**src/rtl/bf_pkg.sv**
```systemverilog
// ============================================================================
// bf_pkg
// Shared sizes, codes, types and a helper for the shortest-path solver.
// ============================================================================
package bf_pkg;

    // Graph and field sizes
    localparam int MAX_VERTICES   = 32;
    localparam int WEIGHT_BITS    = 16;
    localparam int WEIGHT_IN_BITS = 16;
    localparam int DIST_BITS      = 22;
    localparam int VERTEX_BITS    = 6;
    localparam int COUNT_BITS     = 7;
    localparam int VIDX_BITS      = (MAX_VERTICES > 1) ? $clog2(MAX_VERTICES) : 1;
    localparam int EDGE_ADDR_BITS = 2 * VIDX_BITS;
    localparam int EDGE_DEPTH     = 1 << EDGE_ADDR_BITS;
    localparam int SUM_BITS       = ((DIST_BITS > WEIGHT_BITS) ? DIST_BITS : WEIGHT_BITS) + 1;

    // Saturation limits
    localparam longint WEIGHT_MAX_L = (64'sd1 <<< (WEIGHT_BITS - 1)) - 64'sd1;
    localparam longint WEIGHT_MIN_L = -WEIGHT_MAX_L - 64'sd1;
    localparam longint DIST_MAX_L   = (64'sd1 <<< (DIST_BITS - 1)) - 64'sd1;
    localparam longint DIST_MIN_L   = -DIST_MAX_L - 64'sd1;

    // Item operation codes
    localparam logic OP_EDGE  = 1'b0;
    localparam logic OP_SOLVE = 1'b1;

    localparam logic [COUNT_BITS-1:0] VERTEX_COUNT_RESET = COUNT_BITS'(32);

    typedef enum logic [2:0] {
        ST_CLEAR,
        ST_IDLE,
        ST_ROW,
        ST_LOAD,
        ST_SCAN,
        ST_DRAIN,
        ST_ORD,
        ST_OUT
    } bf_state_t;

    typedef struct packed {
        logic                          present;
        logic signed [WEIGHT_BITS-1:0] weight;
    } edge_entry_t;

    typedef struct packed {
        logic                      wr_en;
        logic [EDGE_ADDR_BITS-1:0] wr_addr;
        edge_entry_t               wr_data;
        logic [EDGE_ADDR_BITS-1:0] rd_addr;
    } edge_port_t;

    typedef struct packed {
        logic                        take;
        logic signed [DIST_BITS-1:0] cand;
    } relax_res_t;

    // Clamp an incoming weight to the stored weight range
    function automatic logic signed [WEIGHT_BITS-1:0] sat_weight(
        input logic signed [WEIGHT_IN_BITS-1:0] w
    );
        longint wx;
        wx = longint'(w);
        if (wx > WEIGHT_MAX_L) begin
            wx = WEIGHT_MAX_L;
        end else if (wx < WEIGHT_MIN_L) begin
            wx = WEIGHT_MIN_L;
        end
        return wx[WEIGHT_BITS-1:0];
    endfunction

endpackage

```
**src/rtl/bf_relax_unit.sv**
```systemverilog
// ============================================================================
// bf_relax_unit
// Shared relaxation unit: adds an edge weight to the source distance,
// saturates to the distance range and decides whether the target improves.
// ============================================================================
module bf_relax_unit (
    input  logic                                valid,
    input  logic signed [bf_pkg::DIST_BITS-1:0] dist_src,
    input  bf_pkg::edge_entry_t                 edge_in,
    input  logic                                reach_dst,
    input  logic signed [bf_pkg::DIST_BITS-1:0] dist_dst,
    output bf_pkg::relax_res_t                  res
);
    import bf_pkg::*;

    localparam logic signed [SUM_BITS-1:0] DMAX = SUM_BITS'(DIST_MAX_L);
    localparam logic signed [SUM_BITS-1:0] DMIN = SUM_BITS'(DIST_MIN_L);

    logic signed [SUM_BITS-1:0]  dist_x;
    logic signed [SUM_BITS-1:0]  weight_x;
    logic signed [SUM_BITS-1:0]  sum;
    logic signed [DIST_BITS-1:0] cand;

    // Add and saturate
    always_comb
    begin
        dist_x   = {{(SUM_BITS - DIST_BITS){dist_src[DIST_BITS-1]}}, dist_src};
        weight_x = {{(SUM_BITS - WEIGHT_BITS){edge_in.weight[WEIGHT_BITS-1]}},
                    edge_in.weight};
        sum      = dist_x + weight_x;
        if (sum > DMAX) begin
            cand = DMAX[DIST_BITS-1:0];
        end else if (sum < DMIN) begin
            cand = DMIN[DIST_BITS-1:0];
        end else begin
            cand = sum[DIST_BITS-1:0];
        end
    end

    // Take the candidate when the target is new or strictly improves
    always_comb
    begin
        res.cand = cand;
        res.take = valid && edge_in.present && (!reach_dst || (cand < dist_dst));
    end

endmodule
```
**config.mk**
```make
export PLATFORM = sky130hd
export DESIGN_NAME = bf_relax_unit
export DESIGN_NICKNAME = d
export VERILOG_FILES = /design/src/rtl/bf_pkg.sv /design/src/rtl/bf_relax_unit.sv
export SDC_FILE = /design/constraint.sdc
export NUM_CORES = 1
export LEC_CHECK = 0
export BUFFER_PORTS_ARGS = -buffer_cell sky130_fd_sc_hd__buf_4
export CORE_AREA = 3 3 78 80
export DETAILED_ROUTE_END_ITERATION = 10
export DIE_AREA = 0 0 81 83
export PLACE_DENSITY = 0.66
export SYNTH_ARGS = -nofsm -noshare
export SYNTH_HDL_FRONTEND = slang
export SYNTH_SLANG_ARGS = --single-unit
```
**constraint.sdc**
```tcl
create_clock -name vclk -period 10.25
set_input_delay 1.5375 -clock vclk [all_inputs]
set_output_delay 1.5375 -clock vclk [all_outputs]
set_load 0.01 [all_outputs]
```
==> summary.md <==
| Metric | Value |
|---|---|
| Run status | finished clean |
| RSZ-0062 raised after global routing | no |
| Post-route setup slack | 2.76 ns |
| Routed len/inst | ~13 um |
| Syn avg cell area | 7.29 um^2 |
| 1st-iter DRT viols | 97 |
| Register area share after synthesis | 0% |
| Total setup buffers inserted after CTS | 0 |
| GPL Wtd Cong | between 0.9 and 1 |
| Starting density of the core | around two fifths |
| Top achievable clock speed | 0.134 GHz |
| Worst vdd ir | ~0.031 mV |
| GRT met2 Usage | between 30% and 40% |
| Leading area contributor after synthesis | ha_1 |
| Routed Antenna Nets | 0 |
| Crit share post-route | 73.1% |
| Mapped Nets | 395 |
| First-pass GRT wire length | 9.59 mm |
| Storage cell area | 0 um^2 |
| Port bufs | 86 |
| Maximum capacitance violations | 0 |
| Worst Hold Path EP | res[22] |
| Arrival time at the worst endpoint | around 6 ns |
| Crit end category | primary output |
| Met1 global-route usage | 23.1% |
| Cells after synthesis | 288 |
| Hold Path Origin | reach_dst |
| Fin. Hold Viols | 0 |
| Area Growth Syn to Fin | 32.3% |
| Overflow after GRT | 0 |
| Vias in the first global route | 2,159 |
| Worst setup path category | in -> out |
| Gr busiest metal | met2 |
| Crit-path max FO | 20 |
| Ant diodes | 0 |
| # clk buffers | 0 |
| Vias per cell | 5.22 |
| Overall power | between 0.2 and 0.25 mW |
| Die Span X | 81 um |
| Fin crit period | approximately 7.5 ns |
| Leakage | 1.42 nW |
| Required time of the critical path | 8.71 ns |
| Filler instances | 553 |
| Hold WS | 3.53 ns |
| DR vias | 2,285 |
| DP Area | 0.00278 mm^2 |
| Remaining DRCs | 0 |
| Wirelength, routed | 5.78 mm |
| Layout cells sized above 1 | approximately 33% |
| Post-synth top area share | 25.6% |
| Largest net degree at the start of global routing | 21 |
| Row count | 27 |
| Post-Syn Area | ~0.0021 mm^2 |
| Power per cell area | 87.9 mW/mm^2 |
| WHS Path Cells | 4 |
| Area of the die | 0.00672 mm^2 |
| HPWL Detailed | 5.11 mm |
| Commonest cells after routing, fill and taps aside | buf_4, ha_1, inv_1 |
| Class of the worst hold path | in -> out |
| Worst-Margin Slew | 0.534 ns |
| Initial antenna violation count | 0 |
| Pre-CTS setup slack | ~2.8 ns |
| Ys Warns | 0 |
| DRT Pass-1 Iters | 4 |
| Final net count | 475 |
| Setup violators final | 0 |
| Most common cell after layout, fill and taps aside | buf_4 |
| Slew headroom | about 63% |
| Multi-input logic area | 0.00191 mm^2 |
| Hold_buf cts | 0 |
| Cell area after layout | 0.00278 mm^2 |
| I/O Pins | 86 |
| Seq Cell Count | 0 |
| Dominant cells by area after synthesis | ha_1, a21oi_1, inv_1, a21oi_2, a21o_1 |
| Met3 GRT Util | 0.217% |
| Yosys cell types | between 50 and 60 |
| Die Span Y | 83 um |
| Setup tns final | 0 ns |
| # resized after CTS | 0 |
| Core footprint | 0.00547 mm^2 |
| Final slew viol count | 0 |
| CP Launch Type | primary input |
| Total GRT Usage | around 17% |
-- final cells by class --
cell class / instances / share of cell area, %
inverters: 33 / 4.46
multi-input cells: 246 / 68.8
well taps: 72 / 3.24
repair buffers: 87 / 23.5
-- worst max path at each step --
stage	from	end	slack, ns	depth (start not counted)
2_1_floorplan	dist_src[3]	res[22]	3.43	18
3_3_place_gp	dist_src[0]	res[22]	2.94	21
3_5_place_dp	edge_in[15]	res[22]	2.78	20
4_1_cts	edge_in[15]	res[22]	2.77	20
5_1_grt	edge_in[15]	res[22]	2.24	20
6_report	edge_in[15]	res[22]	2.76	20
-- routing by layer --
layer  vias up  share of wire, %
met5         -                 0
met3         0               6.1
met4         0                 0
met2        67                48
li1       1214                 -
met1      1004                46
-- report_power, final --
| group | internal, mW | leakage, nW | switching [mW] |
|---|---|---|---|
| logic | 0.116 | 1.42 | 0.128 |
| registers | 0 | 0 | 0 |
| clock network | 0 | 0 | 0 |
-- worst max-delay path: stages --
cell and delay [ns]:
buf_4 0.14, ha_1 0.39, a211oi_2 0.28, o21ai_0 0.12, a311oi_1 0.35, nand2_1 0.12
a21o_1 0.18, nor2_1 0.11, mux2_2 0.54, o21ai_2 0.15, ha_1 0.32, a21o_1 0.16
a21o_1 0.16, a2111oi_0 0.43, o41a_1 0.21, nand3_1 0.09, a21o_1 0.17, a41o_1 0.20
nor2_1 0.12, buf_4 0.14
-- per-stage QoR --
step | util (%) | instances
2_1_floorplan | - | 288
3_3_place_gp | 50.7 | 438
3_5_place_dp | 50.7 | 438
4_1_cts | 50.7 | 438
5_1_grt | 50.7 | 438
6_report | 50.7 | 438
-- Yosys cell counts (3+ instances only) --
master and instances:
inv_1 33, ha_1 43, clkbuf_1 3, buf_6 3, a21oi_2 12, and3_1 3, xnor2_1 10, nand3_1 11
nand2_1 12, a31oi_1 3, a311oi_1 3, nor2b_1 5, o21ai_0 13, nor3_1 4, and2_1 4, o21a_1 5
a21o_1 13, o21ai_2 8, a22oi_1 3, nand4_1 4, nor2_1 18, a21oi_1 25, xor2_1 7
-- kinds of logic (layout without fill, tap and decap cells) --
| group | after synthesis | after routing | synth area share (%) |
|---|---|---|---|
| AOI/OAI and AO/OA | 108 | 108 | 37.6 |
| and+or+nand+nor | 73 | 73 | 17.7 |
| adders and majority gates | 45 | 45 | 27.1 |
| buffers and inverters | 42 | 120 | 9.00 |
| xor gates and xnor gates | 17 | 17 | 7.10 |
| muxes | 3 | 3 | 1.49 |
(Power assumes the default switching activity.)
